**src/fhrx_pkg.sv**
```systemverilog
`default_nettype none

package fhrx_pkg;

	// Field widths of the input and result words.
	localparam int ACT_W      = 2;
	localparam int FRAME_W    = 10;
	localparam int SLOT_W     = 8;
	localparam int SYM_W      = 4;
	localparam int VRD_W      = 3;
	localparam int DIST_W     = 20;
	localparam int TOTAL_W    = 32;
	localparam int IN_DATA_W  = 24;
	localparam int OUT_DATA_W = 120;

	// Configuration register widths.
	localparam int CFG_ADDR_W = 2;
	localparam int CFG_W      = 14;
	localparam int NUM_W      = 3;
	localparam int SPS_W      = 4;
	localparam int WIN_W      = 14;

	// Action codes carried in the input tuser.
	localparam logic [ACT_W-1:0] ACT_OTA  = 2'd0;
	localparam logic [ACT_W-1:0] ACT_MSG  = 2'd1;
	localparam logic [ACT_W-1:0] ACT_READ = 2'd2;
	localparam logic [ACT_W-1:0] ACT_NONE = 2'd3;

	// Verdict codes carried in the output tuser.
	localparam logic [VRD_W-1:0] VRD_OTA     = 3'd0;
	localparam logic [VRD_W-1:0] VRD_ON_TIME = 3'd1;
	localparam logic [VRD_W-1:0] VRD_EARLY   = 3'd2;
	localparam logic [VRD_W-1:0] VRD_LATE    = 3'd3;
	localparam logic [VRD_W-1:0] VRD_READ    = 3'd4;

	// Register indexes on the configuration port.
	localparam logic [CFG_ADDR_W-1:0] REG_NUMEROLOGY = 2'd0;
	localparam logic [CFG_ADDR_W-1:0] REG_SYMBOLS    = 2'd1;
	localparam logic [CFG_ADDR_W-1:0] REG_WIN_START  = 2'd2;
	localparam logic [CFG_ADDR_W-1:0] REG_WIN_END    = 2'd3;

	// Numerology is clamped to this value; symbols per slot is 12 or else 14.
	localparam logic [NUM_W-1:0] NUM_MAX     = 3'd4;
	localparam logic [NUM_W-1:0] NUM_RESET   = 3'd1;
	localparam logic [SPS_W-1:0] SPS_EXT     = 4'd12;
	localparam logic [SPS_W-1:0] SPS_RESET   = 4'd14;

	// The stored OTA index is under 19 wrap periods of any other setting,
	// so a five step restoring reduction brings it into range.
	localparam int FIX_STEPS  = 5;
	localparam int FIX_STEP_W = 3;

endpackage

`default_nettype wire

```
**src/fronthaul_rx_window_checker_unit.sv**
```systemverilog
// Fronthaul receive window checker. An OTA tick word (tuser action 0) stores
// the linear symbol index of frame, slot and symbol; a message word (action 1)
// forms its own index, takes the distance to the stored OTA index wrapped into
// half the wrap period, and is reported on time, early or late against
// window_start and window_end; a read word (action 2) returns the three
// saturating counters and clears them; action 3 is taken and dropped. The
// block accepts one word per clock cycle unless a stall reaches the input or a
// reduction holds s_axis_tready low. Eight pipeline stages form the index by
// constant multiplies and a compare-subtract, take the distance and check it
// against the window; then comes the output register, which lets the block
// keep accepting while a result waits. Any configuration write restarts a
// reduction of the stored OTA index into the current wrap period.
`default_nettype none

module fronthaul_rx_window_checker_unit #(
	parameter int FRAME_WRAP    = 256,
	parameter int COUNTER_WIDTH = 32
) (
	input  wire logic                               clk,
	input  wire logic                               arst_n,
	input  wire logic                               cfg_we,
	input  wire logic [fhrx_pkg::CFG_ADDR_W-1:0]    cfg_addr,
	input  wire logic [fhrx_pkg::CFG_W-1:0]         cfg_data,
	input  wire logic                               s_axis_tvalid,
	output logic                                    s_axis_tready,
	// frame_number [9:0], slot_number [17:10], symbol_number [21:18]
	input  wire logic [fhrx_pkg::IN_DATA_W-1:0]     s_axis_tdata,
	// action [1:0]
	input  wire logic [fhrx_pkg::ACT_W-1:0]         s_axis_tuser,
	output logic                                    m_axis_tvalid,
	input  wire logic                               m_axis_tready,
	// accepted [0], distance [20:1], on_time_total [52:21],
	// early_total [84:53], late_total [116:85]
	output logic [fhrx_pkg::OUT_DATA_W-1:0]         m_axis_tdata,
	// verdict [2:0]
	output logic [fhrx_pkg::VRD_W-1:0]              m_axis_tuser
);

	localparam int NSTG    = 8;
	localparam int FM_W    = $clog2(FRAME_WRAP);
	localparam int FSUM_W  = 11;
	localparam int Q10_W   = 5;
	localparam int REM_W   = 4;
	localparam int RCP_S   = FSUM_W + $clog2(FRAME_WRAP);
	localparam int RCP_M   = ((1 << RCP_S) + FRAME_WRAP - 1) / FRAME_WRAP;
	localparam int RCP_M_W = $clog2(RCP_M + 1);
	localparam int RCP_P_W = FSUM_W + RCP_M_W;
	localparam int LS_W    = $clog2(FRAME_WRAP * 160);
	localparam int LIN_W   = $clog2(FRAME_WRAP * 2240 + 16);
	localparam int IDX_W   = $clog2(FRAME_WRAP * 2240 + 1);
	localparam int D_W     = IDX_W + 1;
	localparam int CMP_W   = (D_W > fhrx_pkg::WIN_W + 1) ? D_W : fhrx_pkg::WIN_W + 1;
	localparam int DX_W    = (D_W > fhrx_pkg::DIST_W) ? D_W : fhrx_pkg::DIST_W;
	localparam int CX_W    = (COUNTER_WIDTH > fhrx_pkg::TOTAL_W) ? COUNTER_WIDTH
	                                                             : fhrx_pkg::TOTAL_W;
	localparam int FIX_W   = IDX_W + fhrx_pkg::FIX_STEPS - 1;
	localparam int WRAP12  = FRAME_WRAP * 120;
	localparam int WRAP14  = FRAME_WRAP * 140;

	// Configuration registers.
	logic [fhrx_pkg::NUM_W-1:0] numerology_q;
	logic [fhrx_pkg::SPS_W-1:0] sps_q;
	logic [fhrx_pkg::WIN_W-1:0] win_start_q;
	logic [fhrx_pkg::WIN_W-1:0] win_end_q;

	always_ff @(posedge clk or negedge arst_n) begin
		if (!arst_n) begin
			numerology_q <= fhrx_pkg::NUM_RESET;
			sps_q        <= fhrx_pkg::SPS_RESET;
			win_start_q  <= '0;
			win_end_q    <= '0;
		end else if (cfg_we) begin
			case (cfg_addr)
				fhrx_pkg::REG_NUMEROLOGY: numerology_q <= cfg_data[fhrx_pkg::NUM_W-1:0];
				fhrx_pkg::REG_SYMBOLS:    sps_q        <= cfg_data[fhrx_pkg::SPS_W-1:0];
				fhrx_pkg::REG_WIN_START:  win_start_q  <= cfg_data[fhrx_pkg::WIN_W-1:0];
				fhrx_pkg::REG_WIN_END:    win_end_q    <= cfg_data[fhrx_pkg::WIN_W-1:0];
				default: ;
			endcase
		end
	end

	// Effective numerology, cyclic prefix choice and the wrap period.
	logic [fhrx_pkg::NUM_W-1:0] num_eff;
	logic                       sps_norm;
	logic [IDX_W-1:0]           wrap;
	logic [IDX_W-1:0]           half;

	assign num_eff  = (numerology_q > fhrx_pkg::NUM_MAX) ? fhrx_pkg::NUM_MAX : numerology_q;
	assign sps_norm = (sps_q != fhrx_pkg::SPS_EXT);
	assign wrap     = (sps_norm ? IDX_W'(WRAP14) : IDX_W'(WRAP12)) << num_eff;
	assign half     = wrap >> 1;

	// Pipeline handshake: a stage loads when it is empty or the next one moves.
	logic [NSTG:1]   vld_q;
	logic [NSTG+1:1] en;
	logic            out_valid_q;
	logic            fix_busy_q;
	logic            in_acc;

	always_comb begin
		en[NSTG+1] = !out_valid_q || m_axis_tready;
		for (int k = NSTG; k >= 1; k--) begin
			en[k] = !vld_q[k] || en[k+1];
		end
	end

	assign s_axis_tready = en[1] && !fix_busy_q;
	assign in_acc        = s_axis_tvalid && s_axis_tready;

	always_ff @(posedge clk or negedge arst_n) begin
		if (!arst_n) begin
			vld_q       <= '0;
			out_valid_q <= 1'b0;
		end else begin
			if (en[1]) begin
				vld_q[1] <= in_acc && (s_axis_tuser != fhrx_pkg::ACT_NONE);
			end
			for (int k = 2; k <= NSTG; k++) begin
				if (en[k]) begin
					vld_q[k] <= vld_q[k-1];
				end
			end
			if (en[NSTG+1]) begin
				out_valid_q <= vld_q[NSTG];
			end
		end
	end

	// Stage 1: input register; divide the shifted slot by ten.
	logic [fhrx_pkg::ACT_W-1:0]   act_s1;
	logic [fhrx_pkg::FRAME_W-1:0] frame_s1;
	logic [fhrx_pkg::SLOT_W-1:0]  slot_s1;
	logic [fhrx_pkg::SYM_W-1:0]   sym_s1;
	logic [fhrx_pkg::SLOT_W-1:0]  sh1;
	logic [Q10_W-1:0]             q10_1;

	always_ff @(posedge clk) begin
		if (en[1]) begin
			act_s1   <= s_axis_tuser;
			frame_s1 <= s_axis_tdata[9:0];
			slot_s1  <= s_axis_tdata[17:10];
			sym_s1   <= s_axis_tdata[21:18];
		end
	end

	assign sh1   = slot_s1 >> num_eff;
	assign q10_1 = Q10_W'((16'(sh1) * 16'd205) >> 11);

	// Stage 2: carry slot overflow into the frame, divide by the frame wrap.
	logic [fhrx_pkg::ACT_W-1:0]   act_s2;
	logic [fhrx_pkg::FRAME_W-1:0] frame_s2;
	logic [fhrx_pkg::SLOT_W-1:0]  slot_s2;
	logic [fhrx_pkg::SYM_W-1:0]   sym_s2;
	logic [Q10_W-1:0]             q10_s2;
	logic [FSUM_W-1:0]            fsum2;
	logic [FSUM_W-1:0]            qw2;
	logic [fhrx_pkg::SLOT_W-1:0]  sh2;
	logic [REM_W-1:0]             rem10_2;
	logic [fhrx_pkg::SLOT_W:0]    lowmask2;
	logic [fhrx_pkg::SLOT_W-1:0]  slot_rem2;

	always_ff @(posedge clk) begin
		if (en[2]) begin
			act_s2   <= act_s1;
			frame_s2 <= frame_s1;
			slot_s2  <= slot_s1;
			sym_s2   <= sym_s1;
			q10_s2   <= q10_1;
		end
	end

	assign fsum2     = FSUM_W'(frame_s2) + FSUM_W'(q10_s2);
	assign qw2       = FSUM_W'((RCP_P_W'(fsum2) * RCP_P_W'(RCP_M)) >> RCP_S);
	assign sh2       = slot_s2 >> num_eff;
	assign rem10_2   = REM_W'(sh2 - fhrx_pkg::SLOT_W'(fhrx_pkg::SLOT_W'(q10_s2) * 8'd10));
	assign lowmask2  = (9'd1 << num_eff) - 9'd1;
	assign slot_rem2 = fhrx_pkg::SLOT_W'({4'd0, rem10_2} << num_eff)
	                 | (slot_s2 & lowmask2[fhrx_pkg::SLOT_W-1:0]);

	// Stage 3: frame remainder.
	logic [fhrx_pkg::ACT_W-1:0]   act_s3;
	logic [FSUM_W-1:0]            fsum_s3;
	logic [FSUM_W-1:0]            qw_s3;
	logic [fhrx_pkg::SLOT_W-1:0]  slot_rem_s3;
	logic [fhrx_pkg::SYM_W-1:0]   sym_s3;
	logic [FSUM_W-1:0]            fm_full3;

	always_ff @(posedge clk) begin
		if (en[3]) begin
			act_s3      <= act_s2;
			fsum_s3     <= fsum2;
			qw_s3       <= qw2;
			slot_rem_s3 <= slot_rem2;
			sym_s3      <= sym_s2;
		end
	end

	assign fm_full3 = fsum_s3 - FSUM_W'(qw_s3 * FSUM_W'(FRAME_WRAP));

	// Stage 4: slot index within the wrap period.
	logic [fhrx_pkg::ACT_W-1:0]   act_s4;
	logic [FM_W-1:0]              fm_s4;
	logic [fhrx_pkg::SLOT_W-1:0]  slot_rem_s4;
	logic [fhrx_pkg::SYM_W-1:0]   sym_s4;
	logic [LS_W-1:0]              lin_slot4;

	always_ff @(posedge clk) begin
		if (en[4]) begin
			act_s4      <= act_s3;
			fm_s4       <= fm_full3[FM_W-1:0];
			slot_rem_s4 <= slot_rem_s3;
			sym_s4      <= sym_s3;
		end
	end

	assign lin_slot4 = LS_W'((LS_W'(fm_s4) * LS_W'(10)) << num_eff) + LS_W'(slot_rem_s4);

	// Stage 5: symbol index, times 12 or 14 by shifts.
	logic [fhrx_pkg::ACT_W-1:0]   act_s5;
	logic [LS_W-1:0]              lin_slot_s5;
	logic [fhrx_pkg::SYM_W-1:0]   sym_s5;
	logic [LIN_W-1:0]             x5;
	logic [LIN_W-1:0]             lin5;

	always_ff @(posedge clk) begin
		if (en[5]) begin
			act_s5      <= act_s4;
			lin_slot_s5 <= lin_slot4;
			sym_s5      <= sym_s4;
		end
	end

	assign x5   = LIN_W'(lin_slot_s5);
	assign lin5 = (sps_norm ? ((x5 << 4) - (x5 << 1)) : ((x5 << 3) + (x5 << 2)))
	            + LIN_W'(sym_s5);

	// Stage 6: an oversized symbol number spills past the wrap at most once.
	logic [fhrx_pkg::ACT_W-1:0]   act_s6;
	logic [LIN_W-1:0]             lin_s6;
	logic [LIN_W-1:0]             idx_full6;

	always_ff @(posedge clk) begin
		if (en[6]) begin
			act_s6 <= act_s5;
			lin_s6 <= lin5;
		end
	end

	assign idx_full6 = (lin_s6 >= LIN_W'(wrap)) ? lin_s6 - LIN_W'(wrap) : lin_s6;

	// Stage 7: distance to the OTA index, wrapped into half a period.
	logic [fhrx_pkg::ACT_W-1:0]   act_s7;
	logic [IDX_W-1:0]             idx_s7;
	logic [IDX_W-1:0]             ota_q;
	logic [IDX_W-1:0]             ota_raw_q;
	logic signed [D_W-1:0]        draw7;
	logic signed [D_W-1:0]        wrap_sg;
	logic signed [D_W-1:0]        half_sg;
	logic signed [D_W-1:0]        d7;
	logic                         ota_wr;

	always_ff @(posedge clk) begin
		if (en[7]) begin
			act_s7 <= act_s6;
			idx_s7 <= idx_full6[IDX_W-1:0];
		end
	end

	assign wrap_sg = $signed({1'b0, wrap});
	assign half_sg = $signed({1'b0, half});
	assign draw7   = $signed({1'b0, idx_s7}) - $signed({1'b0, ota_q});

	always_comb begin
		if (draw7 >= half_sg) begin
			d7 = draw7 - wrap_sg;
		end else if (draw7 < -half_sg) begin
			d7 = draw7 + wrap_sg;
		end else begin
			d7 = draw7;
		end
	end

	assign ota_wr = vld_q[7] && en[8] && (act_s7 == fhrx_pkg::ACT_OTA);

	// OTA index: a tick stores it; a configuration write restarts a restoring
	// reduction of the tick's index into the new wrap period.
	logic [fhrx_pkg::FIX_STEP_W-1:0] fix_step_q;
	logic [FIX_W-1:0]                fix_sub;

	assign fix_sub = FIX_W'(wrap) << fix_step_q;

	always_ff @(posedge clk or negedge arst_n) begin
		if (!arst_n) begin
			ota_q      <= '0;
			ota_raw_q  <= '0;
			fix_busy_q <= 1'b0;
			fix_step_q <= '0;
		end else begin
			if (ota_wr) begin
				ota_raw_q <= idx_s7;
			end
			if (cfg_we) begin
				ota_q      <= ota_raw_q;
				fix_busy_q <= 1'b1;
				fix_step_q <= fhrx_pkg::FIX_STEP_W'(fhrx_pkg::FIX_STEPS - 1);
			end else if (fix_busy_q) begin
				if (FIX_W'(ota_q) >= fix_sub) begin
					ota_q <= IDX_W'(FIX_W'(ota_q) - fix_sub);
				end
				if (fix_step_q == '0) begin
					fix_busy_q <= 1'b0;
				end else begin
					fix_step_q <= fix_step_q - 1'b1;
				end
			end else if (ota_wr) begin
				ota_q <= idx_s7;
			end
		end
	end

	// Stage 8: window compare, counters and the result word.
	logic [fhrx_pkg::ACT_W-1:0]   act_s8;
	logic signed [D_W-1:0]        d_s8;
	logic signed [CMP_W-1:0]      dc8;
	logic signed [CMP_W-1:0]      ws8;
	logic signed [CMP_W-1:0]      we8;
	logic signed [DX_W-1:0]       dx8;
	logic                         early8;
	logic                         late8;
	logic                         adv8;

	always_ff @(posedge clk) begin
		if (en[8]) begin
			act_s8 <= act_s7;
			d_s8   <= d7;
		end
	end

	assign dc8    = CMP_W'(d_s8);
	assign ws8    = $signed(CMP_W'({1'b0, win_start_q}));
	assign we8    = $signed(CMP_W'({1'b0, win_end_q}));
	assign dx8    = DX_W'(d_s8);
	assign early8 = dc8 > we8;
	assign late8  = dc8 < ws8;
	assign adv8   = vld_q[NSTG] && en[NSTG+1];

	logic [COUNTER_WIDTH-1:0] on_cnt_q;
	logic [COUNTER_WIDTH-1:0] early_cnt_q;
	logic [COUNTER_WIDTH-1:0] late_cnt_q;

	always_ff @(posedge clk or negedge arst_n) begin
		if (!arst_n) begin
			on_cnt_q    <= '0;
			early_cnt_q <= '0;
			late_cnt_q  <= '0;
		end else if (adv8) begin
			if (act_s8 == fhrx_pkg::ACT_MSG) begin
				if (early8) begin
					early_cnt_q <= (early_cnt_q == '1) ? early_cnt_q : early_cnt_q + 1'b1;
				end else if (late8) begin
					late_cnt_q <= (late_cnt_q == '1) ? late_cnt_q : late_cnt_q + 1'b1;
				end else begin
					on_cnt_q <= (on_cnt_q == '1) ? on_cnt_q : on_cnt_q + 1'b1;
				end
			end else if (act_s8 == fhrx_pkg::ACT_READ) begin
				on_cnt_q    <= '0;
				early_cnt_q <= '0;
				late_cnt_q  <= '0;
			end
		end
	end

	// Result word contents for the item in stage 8.
	logic [fhrx_pkg::VRD_W-1:0]   vrd8;
	logic                         acc8;
	logic [fhrx_pkg::DIST_W-1:0]  dist8;
	logic [fhrx_pkg::TOTAL_W-1:0] on_tot8;
	logic [fhrx_pkg::TOTAL_W-1:0] early_tot8;
	logic [fhrx_pkg::TOTAL_W-1:0] late_tot8;
	logic [CX_W-1:0]              on_x8;
	logic [CX_W-1:0]              early_x8;
	logic [CX_W-1:0]              late_x8;

	assign on_x8    = CX_W'(on_cnt_q);
	assign early_x8 = CX_W'(early_cnt_q);
	assign late_x8  = CX_W'(late_cnt_q);

	always_comb begin
		vrd8       = fhrx_pkg::VRD_OTA;
		acc8       = 1'b0;
		dist8      = '0;
		on_tot8    = '0;
		early_tot8 = '0;
		late_tot8  = '0;
		case (act_s8)
			fhrx_pkg::ACT_MSG: begin
				dist8 = dx8[fhrx_pkg::DIST_W-1:0];
				if (early8) begin
					vrd8 = fhrx_pkg::VRD_EARLY;
				end else if (late8) begin
					vrd8 = fhrx_pkg::VRD_LATE;
				end else begin
					vrd8 = fhrx_pkg::VRD_ON_TIME;
					acc8 = 1'b1;
				end
			end
			fhrx_pkg::ACT_READ: begin
				vrd8       = fhrx_pkg::VRD_READ;
				on_tot8    = on_x8[fhrx_pkg::TOTAL_W-1:0];
				early_tot8 = early_x8[fhrx_pkg::TOTAL_W-1:0];
				late_tot8  = late_x8[fhrx_pkg::TOTAL_W-1:0];
			end
			default: ;
		endcase
	end

	// Output register.
	logic [fhrx_pkg::OUT_DATA_W-1:0] out_data_q;
	logic [fhrx_pkg::VRD_W-1:0]      out_vrd_q;

	always_ff @(posedge clk) begin
		if (en[NSTG+1]) begin
			out_vrd_q  <= vrd8;
			out_data_q <= {3'd0, late_tot8, early_tot8, on_tot8, dist8, acc8};
		end
	end

	assign m_axis_tvalid = out_valid_q;
	assign m_axis_tdata  = out_data_q;
	assign m_axis_tuser  = out_vrd_q;

	// A configuration write always holds off input for the reduction.
	a_cfg_blocks_input: assert property (@(posedge clk) disable iff (!arst_n)
		cfg_we |=> !s_axis_tready)
		else $error("input taken right after a configuration write");

	// A read leaves all three counters cleared.
	a_read_clears: assert property (@(posedge clk) disable iff (!arst_n)
		(adv8 && act_s8 == fhrx_pkg::ACT_READ) |=>
		(on_cnt_q == '0 && early_cnt_q == '0 && late_cnt_q == '0))
		else $error("counters not cleared by a read");

	// The accepted flag matches the on-time verdict on every result word.
	a_accept_verdict: assert property (@(posedge clk) disable iff (!arst_n)
		m_axis_tvalid |-> (m_axis_tdata[0] == (m_axis_tuser == fhrx_pkg::VRD_ON_TIME)))
		else $error("accepted flag disagrees with verdict");

	// A read word carries no distance.
	a_read_no_dist: assert property (@(posedge clk) disable iff (!arst_n)
		(m_axis_tvalid && m_axis_tuser == fhrx_pkg::VRD_READ) |-> (m_axis_tdata[20:1] == '0))
		else $error("read word carries a distance");

endmodule

`default_nettype wire
```
**config.mk**
```make
export PLATFORM = sky130hd
export DESIGN_NAME = fronthaul_rx_window_checker_unit
export DESIGN_NICKNAME = d
export VERILOG_FILES = /design/src/fhrx_pkg.sv /design/src/fronthaul_rx_window_checker_unit.sv
export SDC_FILE = /design/constraint.sdc
export NUM_CORES = 1
export LEC_CHECK = 0
export BUFFER_PORTS_ARGS = -buffer_cell sky130_fd_sc_hd__buf_4
export CAP_MARGIN = 10
export CORE_UTILIZATION = 45
export DETAILED_ROUTE_END_ITERATION = 10
export HOLD_SLACK_MARGIN = 0.15
export SYNTH_ARGS = -nofsm -noshare
export SYNTH_HDL_FRONTEND = slang
export SYNTH_SLANG_ARGS = --single-unit
```
**constraint.sdc**
```tcl
create_clock -name clk -period 7 [get_ports clk]
set_input_delay 0.35 -clock clk [delete_from_list [all_inputs] [get_ports clk]]
set_output_delay 0.35 -clock clk [all_outputs]
set_load 0.02 [all_outputs]
```
After elaboration in Yosys (flattened, before gate mapping)
Cells that the tools add are included.

Output and inout port bits: 125. Flip-flop bits (word level): 486. Input bits: 47. Logic and storage cells: 180. Memories: 0. Latch bits: 0. Bits in read-only memories: 0. Bits in writable memories: 0.

Reductions and logical operators: 41. Bitwise logic cells: 3. $mul: 3. Equal/unequal tests: 19. Divide/modulo/power cells: 0. Shifts and indexed selects: 7. Mux-type cells: 32. Add/sub/neg operators: 18. Magnitude comparators: 7.

Operators by type and width (count): $mux W32 (12); $mux W20 (6); $add A32 B1 Y32 const B (3); $eq A32 B32 Y1 const B (3); $mux W21 (2); $sub A20 B20 Y20 (2); $ge A20 B24 Y1 (1); $shl A20 B3 Y24 (1); $add A21 B21 Y21 (1); $ge A21 B20 Y1 (1); $gt A21 B15 Y1 (1); $lt A21 B15 Y1 (1); $lt A21 B21 Y1 (1); $neg A19 Y21 (1); $sub A20 B20 Y21 (1); $sub A21 B21 Y21 (1); $add A19 B18 Y20 (1); $add A20 B4 Y20 (1); $ge A20 B20 Y1 (1); $shl A16 B3 Y20 (1); $sub A20 B17 Y20 (1); $ne A2 B2 Y1 const B (9); $add A16 B8 Y16 (1); $mul A8 B8 Y16 const B (1); other kinds (35) (76).

Longest topological paths before layout
Gate-level depths: netlist of the first run.

Depth in word-level cells: 13. Gate-level depth with buffers: 24. Gate-level depth less buffers: 23.

Worst setup path before layout of the first run
Ideal clock, no wire load.

Kind: input to register. Start point: input m_axis_tready. End point: register ota_q[10]. Stages on the path: 9. Arrival: 5.706 ns. Setup slack: 1.215 ns. Cells stage by stage: nand2b_1 > nor2_1 > inv_1 > nand3_1 > nor2_1 > a311o_1 > clkbuf_1 > buf_2 > mux2i_1.

Word-level cells in the longest chain between the ends: 6.

RTL lines: from (decl) (line fronthaul_rx_window_checker_unit.sv:31) `input wire logic m_axis_tready,`; $logic_or A1 B1 Y1 (line fronthaul_rx_window_checker_unit.sv:102) `en[NSTG+1] = !out_valid_q || m_axis_tready;`; $logic_or A1 B1 Y1 (line fronthaul_rx_window_checker_unit.sv:104) `en[k] = !vld_q[k] || en[k+1];`; via en, one bit (line fronthaul_rx_window_checker_unit.sv:96) `logic [NSTG+1:1] en;`; $logic_and A1 B1 Y1 (2 in a row) (line fronthaul_rx_window_checker_unit.sv:284) `assign ota_wr = vld_q[7] && en[8] && (act_s7 == fhrx_pkg::ACT_OTA);`; $reduce_bool A3 Y1 (no line); $reduce_and A2 Y1 (no line); to (signal assigned) (line fronthaul_rx_window_checker_unit.sv:304) `ota_q <= ota_raw_q;`; to (signal assigned) (line fronthaul_rx_window_checker_unit.sv:309) `ota_q <= IDX_W'(FIX_W'(ota_q) - fix_sub);`; to (signal assigned) (line fronthaul_rx_window_checker_unit.sv:317) `ota_q <= idx_s7;`; to (decl) (line fronthaul_rx_window_checker_unit.sv:255) `logic [IDX_W-1:0] ota_q;`.

The timed path passes the listed nets, and every way through them passes these cells. A chain may end at the register's enable or synchronous reset.

Worst setup path after layout of the first run
Start point: register idx_s7[1]. End point: register d_s8[16] (data pin).

Word-level cells in the longest chain between the ends: 4. Elaborated cells on any way between the ends: 7. Classes of those cells: 3 x add/sub; 2 x order compare; 2 x mux.

RTL lines: from (decl) (line fronthaul_rx_window_checker_unit.sv:254) `logic [IDX_W-1:0] idx_s7;`; from (signal assigned) (line fronthaul_rx_window_checker_unit.sv:266) `idx_s7 <= idx_full6[IDX_W-1:0];`; $sub A20 B20 Y21 (*) (line fronthaul_rx_window_checker_unit.sv:272) `assign draw7 = $signed({1'b0, idx_s7}) - $signed({1'b0, ota_q});`; $add A21 B21 Y21 or $lt A21 B21 Y1 (tied branches) (line fronthaul_rx_window_checker_unit.sv:278, fronthaul_rx_window_checker_unit.sv:277); $mux W21 (line fronthaul_rx_window_checker_unit.sv:277) `end else if (draw7 < -half_sg) begin`; $mux W21 (*) (line fronthaul_rx_window_checker_unit.sv:275) `if (draw7 >= half_sg) begin`; via d7[16] (line fronthaul_rx_window_checker_unit.sv:260) `logic signed [D_W-1:0] d7;`; to (signal assigned) (line fronthaul_rx_window_checker_unit.sv:336) `d_s8 <= d7;`; to (decl) (line fronthaul_rx_window_checker_unit.sv:324) `logic signed [D_W-1:0] d_s8;`.

The timed path passes the listed nets; every way through them passes the cells marked *.

==> out/summary.md, run 1 <==
• 52 — number of CTS-inserted buffers
• 93 — distinct cell type count of the synthesized netlist
• 6.24 ns — data arrival at the endpoint of the critical path
• 0 — # resized after CTS
• ha_1 > nor2b_1 > o21ai_0 > a21boi_0 > o41ai_1 > buf_4 > o21ai_0 > a21o_1 > a21o_1 > a21oi_1 > xnor2_1 > ha_1 > nand2_1 > a21oi_1 > a211oi_1 > o21a_1 > a2111oi_0 > o32ai_2 > o31a_1 > o22a_1 > or4_1 > o311a_1 > o21a_1 — CP Cell Sequence
• 302 x edfxtp_1, 218 x nor2_1, 209 x ha_1, 193 x buf_4, 180 x dfrtp_1 — top library cells by usage in the layout, fill and taps aside
• in2reg — path type of the worst min-delay path
• 0 — total setup violations reported at the end of the flow
• 0.273 mV — Worst IR Drop VDD
• 63300 um^2 — full die area
• 5.91 ns — minimum clock period after layout
• 5 — number of optimization iterations in the first detailed-route pass
• 45.5% — effective utilization at floorplan
• 3544 — Cells after DPL
• 14.4 nW — leakage
• 169 MHz — Max Freq
• reg2reg — critical path type
• 0 — diode insertion count for antenna repair
• 3680 — non-filler cells, final
• 32200 um^2 — design area
• 116 — largest net degree at the start of global routing
• 0 — reported max-cap violation count
• edfxtp_1 — ys flop type
• built — clock tree from TritonCTS
• 61600 um^2 — Floorplan Core Area
• 0 ns — setup TNS
• 2 — cell count of the worst hold path
• 0 — overflow left after global routing
• 11 — maximum fanout along the worst path
• 62700 um — wire length reported by the detailed router
• 18.9% — headroom to the max-slew limit
• 7.34 ns — endpoint required time on the critical path
• 28000 um^2 — netlist area before placement
• 0 — fin. max-slew vios
• 164 — quantity of I/O buffers inserted on ports
• 19800 — vias after detailed routing
• flop — sort of element at the end of the critical path
• 486 — number of flip-flops and latches in the synthesized netlist
• finished, final reports clean — status
• 1 — antenna violations before repair
• 172 — IO Pins
• 0 — final hold vios
• 302 — number of synthesized flops with an enable pin
• 252 um — DIE WIDTH
• 0.895 — global placement routability congestion
• 30100 um^2 — cell area after placement
• 19600 — number of global-route vias before repair
• 45600 um — placed wire-length estimate
• 1205 — Detailed Route Iter0 Violations
• 1.09 ns — R2R Setup Slk
• 10.7 um^2 — synthesized area divided by synthesized cell count
• 0.198 ns — worst hold slack
• edfxtp_1 — most common cell after layout, fill and taps aside
• 2612 — Post-Syn Instances
• 5352 — Fillers
• 15.0% — post-synthesis to final-layout area growth
• 37.9% — proportion of register bits with asynchronous set or reset after synthesis
• 2 — H-tree Lvls
• 0.06 ns — Reg clk slew, reported paths
• 17.1 um — mean routed wirelength per cell
• 23 — worst reg-to-reg path cell count
• 101000 um — global-route wire length before repair
• 5.37 — drt via density
• flop — type of element launching the critical path
• 3 — Max clock buf depth
• 0 — Warnings, synthesis
• 0.57 ns — CP peak stage delay
• 84.4% — final worst path period share
• clkbuf_16 — clk root buf
• 0 — remaining antenna violation count after routing
• 48.8% — portion of the post-synthesis area used by sequential elements
• or4_1 — slowest CP cell
• 91 — number of placement rows
• 252 um — DIE HEIGHT
• 0 — number of remaining DRC errors
• 0.0181 ns — worst clock skew
• 19.8% — global-route usage over all layers
• 486 — CTS sink cnt
• 1.22 ns — worst-margin pin slew
• 3073 — Layout Nets
• 0.60 ns — source-to-sink clock delay at the later pin of the worst-skew pair
• 500 nW/um^2 — P per Cell Area
• 13.8% — layout cell share with drive strength beyond 1
• false — setup repair after global routing missed its margin
==> cell usage after synthesis (20+ instances only) <==
cell / count / area (um^2)
edfxtp_1: 302 / 9070
nor2_1: 219 / 822
ha_1: 210 / 2630
dfrtp_1: 180 / 4500
nand2_1: 167 / 627
inv_1: 166 / 623
and2_1: 139 / 870
a21oi_1: 137 / 686
o21ai_0: 106 / 531
xnor2_1: 105 / 920
xor2_1: 93 / 815
clkbuf_1: 72 / 270
mux2_2: 60 / 676
nand3_1: 56 / 280
nand4_1: 49 / 307
a21o_1: 38 / 285
and3_1: 36 / 225
mux2i_1: 33 / 330
nor3_1: 33 / 165
nand2b_1: 29 / 181
nor2b_1: 23 / 144
a211oi_1: 20 / 150
o21a_1: 20 / 150
==> worst max-delay path, delay by kind of cell, from the launching register on <==
| family | cells | cell delay [ns] |
|---|---|---|
| AOI/OAI and AO/OA | 16 | 3.36 |
| and+or+nand+nor | 3 | 0.75 |
| adders and majority gates | 2 | 0.70 |
| DFF | 1 | 0.41 |
| xor gates and xnor gates | 1 | 0.24 |
| buffers and inverters | 1 | 0.21 |
==> final timing paths <==
path                                     startpoint                           to
worst max-delay path            idx_s7[1]$_DFFE_PP_           d_s8[16]$_DFFE_PP_
worst min-delay path                         cfg_we    fix_step_q[0]$_DFFE_PN0P_
worst max register to register  idx_s7[1]$_DFFE_PP_           d_s8[16]$_DFFE_PP_
worst min register to register  sym_s3[3]$_DFFE_PP_          sym_s4[3]$_DFFE_PP_
max in group asynchronous                    arst_n  numerology_q[2]$_DFFE_PN0P_
min in group asynchronous                    arst_n   late_cnt_q[11]$_DFFE_PN0P_
==> where the power goes <==
group / leakage (nW) / total, mW / switching [mW] / internal, mW
registers: 5.80 / 4.48 / 0.476 / 4.00
clock network: 0.847 / 2.78 / 1.16 / 1.62
logic: 7.74 / 8.86 / 5.13 / 3.74
total: 14.4 / 16.1 / 6.77 / 9.36
==> metrics by stage <==
| step | worst slack [ns] | power, mW | util (%) |
|---|---|---|---|
| detailed placement | 1.12 | 13.3 | 48.9 |
| floorplan | 1.21 | 11.1 | - |
| global placement | 1.23 | 13.1 | 48.9 |
| CTS | 1.11 | 16.2 | 52.3 |
| finish | 1.09 | 16.1 | 52.3 |
| global route | 0.539 | 17.5 | 52.3 |
==> routing by layer <==
layer / routed length, um / vias up / GRT usage, %
li1: - / 9679 / -
met1: 28100 / 9562 / 25.9
met2: 30100 / 417 / 34.1
met3: 2720 / 114 / 2.63
met4: 1780 / 2 / 6.24
met5: 12 / - / 0
==> repair_timing <==
item / CTS / global route
hold buffers: 38 / 0
hold endpoints to repair: 167 / 0
setup buffers: 0 / 0
==> final cells by class <==
cell class	count	area, um^2	share of cell area [%]
flip-flops and latches	486	13700	42.4
multi-input cells	1852	13300	41.2
repair buffers	232	1840	5.72
clock buffers	66	1420	4.39
well taps	837	1050	3.25
inverters	175	657	2.04
clock inverters	32	319	0.990
==> registers in the layout (all words and copies together), names as in the netlist, 21 cells and up <==
name and cells:
d_s8 21, late_cnt_q 32, on_cnt_q 32, m_axis_tdata 117, early_cnt_q 32
==> cells by family after synthesis <==
kind of cell	count (synthesis)	share of synthesized area, %
XOR/XNOR	198	6.19
other	1	0.0134
flip-flops	486	48.8
multiplexers	96	3.83
AND/OR/NAND/NOR	846	15.5
adder cells (fa/ha/maj)	229	10.7
buffers and inverters	276	3.91
AO/OA/AOI/OAI	480	11.1
Power figures use the tool's default switching activity.
==> run 2, diff against run 1 <==
--- a/config.mk
+++ b/config.mk
@@ -5,6 +5,7 @@
 export SDC_FILE = /design/constraint.sdc
 export NUM_CORES = 1
 export LEC_CHECK = 0
+export ABC_AREA = 1
 export BUFFER_PORTS_ARGS = -buffer_cell sky130_fd_sc_hd__buf_4
 export CAP_MARGIN = 10
 export CORE_UTILIZATION = 45
==> constraint.sdc (replaced) <==
create_clock -name clk -period 5.1 [get_ports clk]
set_input_delay 0.255 -clock clk [delete_from_list [all_inputs] [get_ports clk]]
set_output_delay 0.255 -clock clk [all_outputs]
set_load 0.02 [all_outputs]
==> run 2 against run 1 <==
Net effect: clock skew decreased by 0.00094 ns; worst setup slack got worse by 0.75 ns; fmax increased by 24%; die area increased by 8.7%; critical endpoint is now q10_s2[3]$_DFFE_PP_; clock-buffer cell count increased by 4; sequential power increased by 41%; hold slack got worse by 0.017 ns; largest power group unchanged; register-to-register slack got worse by 0.75 ns; via count increased by 24%; area after synthesis increased by 8.8%; routed wire length increased by 21%; sequential share of layout area decreased by 3.2 points.
==> out/summary.md, run 2 <==
• finished, final reports clean — status
• 262 um — DIE WIDTH
• edfxtp_1 — ys flop type
• 0 — diode insertion count for antenna repair
• 29.6% — headroom to the max-slew limit
• 12 — maximum fanout along the worst path
• 302 — number of synthesized flops with an enable pin
• 3695 — Post-Syn Instances
• flop — sort of element at the end of the critical path
• 14.4% — post-synthesis to final-layout area growth
• in2async — path type of the worst min-delay path
• 56900 um — placed wire-length estimate
• 131 — largest net degree at the start of global routing
• 9.57% — layout cell share with drive strength beyond 1
• 0.34 ns — R2R Setup Slk
• 4168 — Layout Nets
• nand2_1 — most common cell after layout, fill and taps aside
• 8.26 um^2 — synthesized area divided by synthesized cell count
• 5.08 — drt via density
• nand2_2 > nand2_1 > o21ai_0 > or2_2 > nand3_1 > o21a_1 > inv_1 > ha_1 > ha_1 > inv_1 > fa_1 > inv_1 > fa_1 > ha_1 > a21o_1 > nand3_1 > a21oi_1 > a2111oi_0 > nand2_1 > xor2_1 — CP Cell Sequence
• 67200 um^2 — Floorplan Core Area
• 117 — number of flip-flops in the largest register
• 0 — total setup violations reported at the end of the flow
• clkbuf_16 — clk root buf
• 164 — quantity of I/O buffers inserted on ports
• 24.3 mW — Power, Total
• 4.76 ns — minimum clock period after layout
• 0 ns — setup TNS
• 124000 um — global-route wire length before repair
• 0 — reported max-cap violation count
• 0 — number of remaining DRC errors
• 45.4% — effective utilization at floorplan
• 172 — IO Pins
• 0 — antenna violations before repair
• 2 — H-tree Lvls
• edfxtp_1 30%, dfrtp_1 15%, nand2_1 12% — cells taking the most area after synthesis
• 29.7% — area share of the largest cell type after synthesis
• 32700 um^2 — cell area after placement
• 68800 um^2 — full die area
• 95 — number of placement rows
• 0.341 ns — worst setup slack after layout
• 0.56 ns — CP peak stage delay
• 0 — final hold vios
• 5.11 ns — data arrival at the endpoint of the critical path
• 67 — distinct cell type count of the synthesized netlist
• 0 — setup bufs post-CTS
• 262 um — DIE HEIGHT
• 3 — number of buffer and inverter instances along the worst setup path
• 0.271 ns — setup slack at placement
• 22.2% — global-route usage over all layers
• 0 — fin. max-slew vios
• dfstp_2 — slowest CP cell
• 0.62 ns — source-to-sink clock delay at the later pin of the worst-skew pair
• 34900 um^2 — design area
• flop — type of element launching the critical path
• adder cells — top cell family by delay on the critical path
• 0.482 mV — Worst IR Drop VDD
• 24400 — vias after detailed routing
• 0.181 ns — worst hold slack
• built — clock tree from TritonCTS
• 37.9% — proportion of register bits with asynchronous set or reset after synthesis
• 16.9 nW — leakage
• 4813 — non-filler cells, final
• 44.8% — portion of the post-synthesis area used by sequential elements
• nand2_1 — most frequently used cell type in the post-synthesis netlist
• 52.0% — core occupancy in the finished layout
• edfxtp_1 — dominant cell type by area after synthesis
• 7 — number of optimization iterations in the first detailed-route pass
• 967 x nand2_1, 530 x inv_1, 302 x edfxtp_1 — synth cell count leaders
• 76000 um — wire length reported by the detailed router
• 1794 — Detailed Route Iter0 Violations
• false — setup repair after global routing missed its margin
• 93.3% — final worst path period share
• 30500 um^2 — netlist area before placement
• 0.931 — global placement routability congestion
• 210 MHz — Max Freq
• reg2reg — critical path type
• 5.45 ns — endpoint required time on the critical path
• 486 — CTS sink cnt
• 4667 — Cells after DPL
• 966 x nand2_1, 527 x inv_1, 302 x edfxtp_1, 270 x nor2_1, 266 x o21ai_0 — top library cells by usage in the layout, fill and taps aside
• 55 — number of CTS-inserted buffers
• 15.8 um — mean routed wirelength per cell
• 3 — Max clock buf depth
• 0 — overflow left after global routing
• 0.0171 ns — worst clock skew
• 1.06 ns — worst-margin pin slew
• 0 — Warnings, synthesis
• 697 nW/um^2 — P per Cell Area
• 486 — number of flip-flops and latches in the synthesized netlist
• 0.06 ns — Reg clk slew, reported paths
• 0 — remaining antenna violation count after routing
• 23500 — number of global-route vias before repair
-- run 2: layer usage --
layer	GRT usage, %	up-vias	wire length, um	part of all wire (%)
li1	-	12500	-	-
met1	30.0	11400	35100	46
met2	38.0	461	36500	48
met3	2.64	94	2990	3.9
met4	5.15	0	1490	2.0
met5	0	-	0	0
-- run 2: repair_timing --
item	CTS	global route
hold buffers	43	0
gates resized for setup	0	2
setup endpoints to repair	0	4
endpoints found under the hold margin	114	0
-- run 2: cell type report --
cell class,instances,area [um^2]
clock buffer,70,1460
clock inverter,33,347
fill,6378,32300
inverter,541,2040
multi-input combinational,2566,14300
sequential,486,13700
tap,873,1090
timing repair buffer,244,1960
-- run 2: cells by family after synthesis --
family,synth area share [%]
compound gates,9.23
xor+xnor,4.65
fa+ha+maj,9.73
buf+inv,8.30
flops,44.8
mux,0.164
other cells,0.0123
simple gates,23.1
-- run 2: worst paths after layout --
| kind | start | endpoint | depth (start not counted) |
|---|---|---|---|
| worst min-delay path | arst_n | late_cnt_q[15]$_DFFE_PN0P_ | 2 |
| worst max register to register | numerology_q[0]$_DFFE_PN1P_ | q10_s2[3]$_DFFE_PP_ | 20 |
| max in group asynchronous | arst_n | early_cnt_q[6]$_DFFE_PN0P_ | 3 |
| worst min register to register | fsum_s3[7]$_DFFE_PP_ | fm_s4[7]$_DFFE_PP_ | 0 |
| min in group clk | s_axis_tdata[13] | slot_s1[3]$_DFFE_PN_ | 2 |
| worst max-delay path | numerology_q[0]$_DFFE_PN1P_ | q10_s2[3]$_DFFE_PP_ | 20 |
-- run 2: where the power goes --
group / switching, mW / total, mW / internal, mW
clock network: 1.68 / 3.99 / 2.31
registers: 0.736 / 6.32 / 5.59
logic: 8.96 / 14.0 / 5.05
==> run 3, diff against run 2 <==
--- a/config.mk
+++ b/config.mk
@@ -8,6 +8,7 @@
 export ABC_AREA = 1
 export BUFFER_PORTS_ARGS = -buffer_cell sky130_fd_sc_hd__buf_4
 export CAP_MARGIN = 10
+export CORE_ASPECT_RATIO = 1.4
 export CORE_UTILIZATION = 45
 export DETAILED_ROUTE_END_ITERATION = 10
 export HOLD_SLACK_MARGIN = 0.15
==> run 3 against run 2 <==
Net effect: clock power shrank 11%; flip-flop and latch count is the same; via count shrank 0.51%; largest power group unchanged; combinational power is essentially flat; total power shrank 1.3%; final area shrank 0.62%.
==> out/summary.md, run 3 (same netlist as run 2, synthesis figures left out) <==
• 2 — H-tree Lvls
• 66800 um^2 — Floorplan Core Area
• 23900 — number of global-route vias before repair
• 0 — total setup violations reported at the end of the flow
• 45.6% — effective utilization at floorplan
• clkbuf_16 — clk root buf
• 13.7% — post-synthesis to final-layout area growth
• false — setup repair after global routing missed its margin
• 5.06 ns — data arrival at the endpoint of the critical path
• 50 — number of CTS-inserted buffers
• 0.400 ns — worst setup slack after layout
• 0 ns — setup TNS
• 111 — largest net degree at the start of global routing
• 59500 um — placed wire-length estimate
• 0.63 ns — source-to-sink clock delay at the later pin of the worst-skew pair
• 0.223 ns — worst hold slack
• 0.0396 ns — worst clock skew
• 3 — Max clock buf depth
• 0 — overflow left after global routing
• flop — type of element launching the critical path
• 5 — number of optimization iterations in the first detailed-route pass
• 0.449 mV — Worst IR Drop VDD
• 8 — maximum fanout along the worst path
• 6476 — Fillers
• 77300 um — wire length reported by the detailed router
• finished, final reports clean — status
• 310 um — DIE HEIGHT
• 4789 — non-filler cells, final
• 0 — remaining antenna violation count after routing
• 22 — worst reg-to-reg path cell count
• 0.07 ns — Reg clk slew, reported paths
• 164 — quantity of I/O buffers inserted on ports
• 124000 um — global-route wire length before repair
• 24300 — vias after detailed routing
• 92.2% — final worst path period share
• q10_s2[3]$_DFFE_PP_ — reg-to-reg endpoint
• 0 — final hold vios
• 1367 — Detailed Route Iter0 Violations
• 5.08 — drt via density
• 213 MHz — Max Freq
• 4.70 ns — minimum clock period after layout
• 112 — number of placement rows
• numerology_q[2]$_DFFE_PN0P_ — Crit Reg-Reg Startpoint
• 0 — number of remaining DRC errors
• 4168 — Layout Nets
• 966 x nand2_1, 527 x inv_1, 302 x edfxtp_1, 269 x nor2_1, 265 x o21ai_0 — top library cells by usage in the layout, fill and taps aside
• nand2_1 — most common cell after layout, fill and taps aside
• 36.3% — headroom to the max-slew limit
• 117 — number of flip-flops in the largest register
• 692 nW/um^2 — P per Cell Area
• 0 — fin. max-slew vios
• built — clock tree from TritonCTS
• 0 — setup bufs post-CTS
• 16.8 nW — leakage
• 16.1 um — mean routed wirelength per cell
• 172 — IO Pins
• 222 um — DIE WIDTH
• 0.953 ns — worst-margin pin slew
• 0.40 ns — R2R Setup Slk
• 0.264 ns — setup slack at placement
• 9.46% — layout cell share with drive strength beyond 1
• in2async — path type of the worst min-delay path
• flop — sort of element at the end of the critical path
• 0 — antenna violations before repair
• 486 — CTS sink cnt
• 68800 um^2 — full die area
• 0 — diode insertion count for antenna repair
• reg2reg — critical path type
• 4655 — Cells after DPL
• 5.46 ns — endpoint required time on the critical path
• 0.913 — global placement routability congestion
• 24.0 mW — Power, Total
• 22.7% — global-route usage over all layers
• 0 — reported max-cap violation count
-- run 3: cell count changes in the layout (fill, tap and decap cells not counted), sizes merged --
| cell | before | now |
|---|---|---|
| inv | 544 | 535 |
| buf | 200 | 206 |
| bufinv | 5 | 2 |
| clkinv | 23 | 27 |
| clkbuf | 71 | 66 |
| clkinvlp | 2 | 4 |
| dlygate4sd3 | 43 | 42 |
-- run 3: worst max-delay path by stage --
| stage | slack, ns | to | cells after the start | from |
|---|---|---|---|---|
| 5_1_grt | 0.05 | s_axis_tready | 24 | m_axis_tvalid$_DFFE_PN0P_ |
| 3_3_place_gp | 0.28 | q10_s2[3]$_DFFE_PP_ | 19 | numerology_q[0]$_DFFE_PN1P_ |
| 3_5_place_dp | 0.26 | q10_s2[3]$_DFFE_PP_ | 19 | numerology_q[0]$_DFFE_PN1P_ |
| 2_1_floorplan | -1.87 | act_s1[0]$_DFFE_PN_ | 19 | m_axis_tvalid$_DFFE_PN0P_ |
| 4_1_cts | 0.19 | s_axis_tready | 24 | m_axis_tvalid$_DFFE_PN0P_ |
| 6_report | 0.40 | q10_s2[3]$_DFFE_PP_ | 22 | numerology_q[2]$_DFFE_PN0P_ |
-- run 3: report_power, final --
part,switching (mW),total [mW],leakage (nW),internal [mW]
registers,0.726,6.31,5.82,5.58
logic,9.02,14.1,10.3,5.11
clock network,1.58,3.56,0.774,1.99
-- run 3: area by class of cell --
class                   instances  area, um^2  share of cell area (%)
flip-flops and latches        486       13700                    39.4
repair buffers                249        1990                    5.75
inverters                     541        2040                    5.89
clock buffers                  65        1360                    3.92
multi-input cells            2566       14300                    41.3
clock inverters                27         216                   0.624
well taps                     855        1070                    3.08
-- run 3: worst max-delay path, stage by stage, from the launching register on --
cell	delay, ns
dfrtp_1	0.43
inv_6	0.05
nand2_2	0.14
inv_1	0.12
nor2_1	0.10
inv_1	0.08
or2_2	0.27
nand3_1	0.07
o21a_1	0.11
inv_1	0.08
ha_1	0.34
ha_1	0.29
inv_1	0.05
fa_1	0.53
inv_1	0.05
fa_1	0.48
ha_1	0.36
a21o_1	0.21
nand3_1	0.07
a21oi_1	0.07
a2111oi_1	0.26
nand2_1	0.13
xor2_1	0.15
-- run 3: metrics by stage --
| stage | cell area (um^2) | utilization (%) |
|---|---|---|
| 3_3_place_gp | 32700 | 48.9 |
| 5_1_grt | 34700 | 51.9 |
| 6_report | 34700 | 51.9 |
| 3_5_place_dp | 32700 | 48.9 |
| 2_1_floorplan | 30500 | - |
| 4_1_cts | 34700 | 51.9 |
-- run 3: timing repair --
| item | in CTS | in global routing |
|---|---|---|
| endpoints found under the setup margin | 0 | 4 |
| gates resized for setup | 0 | 5 |
| endpoints found under the hold margin | 133 | 0 |
| hold buffers | 42 | 0 |
-- run 3: routing by layer --
layer / track usage, % / wire, um
met2: 42.7 / 40300
met5: 0 / 0
met1: 25.2 / 30900
met4: 11.1 / 3780
met3: 2.55 / 2290
